<file path="config.mk">
export PLATFORM = sky130hd
export DESIGN_NAME = bist_ram
export DESIGN_NICKNAME = d
export VERILOG_FILES = /design/src/rtl/bist_ram.sv
export SDC_FILE = /design/constraint.sdc
export NUM_CORES = 1
export LEC_CHECK = 0
export ABC_CLOCK_PERIOD_IN_PS = 4530
export BUFFER_PORTS_ARGS = -buffer_cell sky130_fd_sc_hd__buf_2
export CORE_MARGIN = 4
export CORE_UTILIZATION = 45
export CTS_BUF_LIST = sky130_fd_sc_hd__clkbuf_4
export DETAILED_ROUTE_END_ITERATION = 8
export GPL_ROUTABILITY_DRIVEN = 0
export SETUP_SLACK_MARGIN = 0.3
export SLEW_MARGIN = 15
export SYNTH_ARGS = -nofsm -noshare
export SYNTH_HDL_FRONTEND = slang
export SYNTH_SLANG_ARGS = --single-unit
export TNS_END_PERCENT = 100
</file>
<file path="constraint.sdc">
create_clock -name clk -period 4.53 [get_ports clk]
set_clock_uncertainty 0.2 [all_clocks]
set_input_delay 0.2265 -clock clk [delete_from_list [all_inputs] [get_ports clk]]
set_output_delay 0.2265 -clock clk [all_outputs]
set_load 0.005 [all_outputs]
</file>
<file path="src/rtl/bist_ram.sv">
// ----------------------------------------------------------------------------
// bist_ram
// Generic single write port, single read port RAM with registered read data.
// ----------------------------------------------------------------------------
`default_nettype none

module bist_ram #(
    parameter  int WIDTH  = 32,
    parameter  int DEPTH  = 16,
    localparam int ADDR_W = (DEPTH > 1) ? $clog2(DEPTH) : 1
) (
    input  wire logic              clk,
    input  wire logic              we,
    input  wire logic [ADDR_W-1:0] waddr,
    input  wire logic [WIDTH-1:0]  wdata,
    input  wire logic [ADDR_W-1:0] raddr,
    output logic      [WIDTH-1:0]  rdata
);

    logic [WIDTH-1:0] mem [DEPTH];

    // write port
    always_ff @(posedge clk)
    begin
        if (we)
        begin
            mem[waddr] <= wdata;
        end
    end

    // registered read, old data on a same-address write
    always_ff @(posedge clk)
    begin
        rdata <= mem[raddr];
    end

endmodule

`default_nettype wire

</file>
==> summary.md <==
| Metric | Value |
|---|---|
| Number of post-CTS setup repair buffers | 0 |
| Detailed placer's ending HPWL | 22.4 mm |
| Aggregate global routing overflow | 0 |
| Crit path time final | a little under 3 ns |
| Count of max-cap constraint violations | 0 |
| Per-cell via count in the routed design | about 5.4 |
| Compound-cell area share of the yosys netlist | between 2 and 2.5% |
| Share of the synthesized netlist area taken by xor and xnor gates | 0% |
| Most common library cell in the layout ignoring fill and taps | sky130_fd_sc_hd__edfxtp_1 |
| Area inside the core boundary | ~0.043 mm2 |
| Deepest clock path buffer count | 3 |
| HP Class | in2reg |
| Worst Path Class, Setup | in2reg |
| Area added between synthesis and finish | 17.5% |
| Cell count after placement | between 1k and 1.5k |
| Area share of the largest cell type after synthesis | 77.4% |
| Power per Cell Area | ~440 mW/mm2 |
| Most frequent cells in the layout | sky130_fd_sc_hd__edfxtp_1 (512), sky130_fd_sc_hd__clkbuf_4 (218), sky130_fd_sc_hd__mux4_2 (128), sky130_fd_sc_hd__buf_2 (71), sky130_fd_sc_hd__a22oi_1 (64) |
| Initial antenna violation count | 2 |
| Post-Syn Nets | 880 |
| Synthesis-stage register bit count | about 540 |
| Simple-gate area share of the yosys netlist | 1.27% |
| Setup crit start kind | input port |
| Syn Area/Cell | between 20 and 25 um2 |
| Slew @ Worst Pin | approximately 1.1 ns |
| Yosys top cell by area | sky130_fd_sc_hd__edfxtp_1 |
| Share of the clock period used by the worst path | approximately 65% |
| Hold-fix buffers at CTS | 39 |
| Arrival time of the worst setup path | 3.15 ns |
| IO buf count | 73 |
| Aggregate routed wire length | between 40 and 50 mm |
| Io pins | 74 |
| Number of library cell types mapped by synthesis | 18 |
| Multiplexer share of the synthesized area | roughly 15% |
| First-pass GRT wire length | approximately 65 mm |
| Critical Path RT | 4.75 ns |
| Residual DRC | 0 |
| Post-synth design cell area | 0.0199 mm2 |
| Portion of the post-synthesis area used by sequential elements | roughly 80% |
| DR WL/cell | roughly 25 um |
| Filler instances | 3439 |
| Post-Layout Cell Count | between 1.5k and 2k |
| Vias | between 9k and 10k |
| Std cell rows | 76 |
| Hold Slack | about 0.088 ns |
| Area contributors post-synth | sky130_fd_sc_hd__edfxtp_1 (77%), sky130_fd_sc_hd__mux4_2 (15%), sky130_fd_sc_hd__dfxtp_1 (3.2%), sky130_fd_sc_hd__a22oi_1 (2.4%), sky130_fd_sc_hd__nand2_1 (0.62%) |
| Clock network latency to the later pin of the worst-skew pair | 0.79 ns |
| Synthesized instance count | 838 |
| Clock transition time at the flip-flop clock pins of the worst setup and hold paths | 0.07 ns |
| Status | complete, no violations |
| Highest clock rate | approximately 0.34 GHz |
| Arithmetic-cell share of the synthesized area counting full adders, half adders and majority gates | 0% |
| Number of global-route vias before repair | ~10k |
| Total Nets Final | 1118 |
| CP max FO | 17 |
| Leakage Power | 7.74 nW |
| Post_cts resized | 0 |
| Iteration count of the initial detailed-routing pass | 5 |
| Fraction of layout instances using a drive strength above 1 | between 40% and 50% |
| Clock Root Buffer | sky130_fd_sc_hd__clkbuf_4 |
| Total count of hold-check failures in the final report | 0 |
| Overall die width | about 220 um |
| Height of the chip | between 200 and 250 um |
| Post-route total power | a little over 10 mW |
| Kind of end point of the critical path | flop |
| Antenna Nets Post-Route | 0 |
| CTS tree | built |
| Rel. slew slack | a little under a quarter |
| Dominant combinational cell family by area after synthesis | multiplexers |
| Number of warnings printed during yosys synthesis | 0 |
| Total number of clock tree sinks | 544 |
| Number of buffers inserted during clock tree synthesis | 140 |
| Setup repair after global routing missed its margin | false |
| Maximum level of the CTS H-tree | 4 |
| Overall routing resource usage | a little under a fifth |
| Post-Route Setup TNS | 0 ns |
| Max-slew violation count | 0 |
| Initial Util | 45.8% |
| Largest net degree at the start of global routing | 54 |
| Detailed Route Iter0 Violations | ~750 |
| Largest vdd supply drop | between 150 and 200 uV |
| Die Outline Area | between 0.04 and 0.05 mm2 |
| Final setup violation count | 0 |
==> per-stage QoR <==
step	util, %	setup WS, ns	instance area (um2)
after floorplan	-	0.924	19900
after global placement	48.6	1.95	21100
after detailed placement	48.7	1.95	21100
after CTS	53.8	1.71	23300
after global routing	53.8	1.63	23300
final	53.8	1.60	23300
==> sequential cells by signal (all words and copies together) (netlist names) <==
name and cells:
rdata 32, mem 512
==> cell usage after synthesis <==
library cell and count:
sky130_fd_sc_hd__nand3_1 1, sky130_fd_sc_hd__dfxtp_1 32, sky130_fd_sc_hd__clkbuf_1 17, sky130_fd_sc_hd__buf_1 9, sky130_fd_sc_hd__buf_4 11, sky130_fd_sc_hd__or3b_2 1
sky130_fd_sc_hd__buf_6 2, sky130_fd_sc_hd__nand2_1 33, sky130_fd_sc_hd__nor2_1 13, sky130_fd_sc_hd__mux4_2 128, sky130_fd_sc_hd__nor3_1 4, sky130_fd_sc_hd__buf_2 4
sky130_fd_sc_hd__nand3b_1 2, sky130_fd_sc_hd__and2_1 1, sky130_fd_sc_hd__a22oi_1 64, sky130_fd_sc_hd__nor2b_1 2, sky130_fd_sc_hd__edfxtp_1 512, sky130_fd_sc_hd__nand2b_1 2
==> per-layer routing <==
layer  vias up  share of wire (%)  global-route usage, %
met5         -              0.030                      0
met4         2                1.0                   5.06
met3        45                6.8                   5.36
met2       322                 48                   29.0
met1      5017                 44                   27.0
li1       4155                  -                      -
==> layout make-up <==
class / count / area [um2] / area share (%)
sequential: 544 / 16000 / 68.6
multi-input combinational: 251 / 3750 / 16.1
clock buffer: 218 / 1640 / 7.01
timing repair buffer: 139 / 1010 / 4.32
tap: 585 / 732 / 3.14
clock inverter: 29 / 189 / 0.810
antenna: 1 / 2.50 / 0.0107
==> logic make-up (layout without fill, tap and decap cells) <==
logic type             Yosys count  count (layout)
AOI/OAI and AO/OA               64              64
DFF                            544             544
and+or+nand+nor                 59              59
muxes                          128             128
other                            0               1
buffers and inverters           43             386
==> power breakdown <==
group	leakage, nW	internal, mW	total, mW	switching, mW
Combinational	1.74	0.223	0.518	0.295
Clock	1.10	2.35	4.19	1.84
Sequential	4.89	5.63	5.66	0.0322
==> path summary, 6_finish.rpt <==
path,from,endpoint,slack (ns),cells past startpoint
worst max register to register,mem[11][3],rdata[3],2.78,3
worst min register to register,mem[12][5],rdata[5],0.45,3
worst min-delay path,waddr[2],mem[7][20],0.09,3
worst max-delay path,waddr[3],mem[1][3],1.60,6
==> worst max-delay path, stage by stage <==
cell and delay (ns):
sky130_fd_sc_hd__dlygate4sd3_1 0.53, sky130_fd_sc_hd__buf_2 0.13, sky130_fd_sc_hd__or3b_2 0.52, sky130_fd_sc_hd__dlygate4sd3_1 0.68, sky130_fd_sc_hd__nor2_4 0.62, sky130_fd_sc_hd__buf_4 0.42
Note: power is estimated with default switching activity, not from simulation.
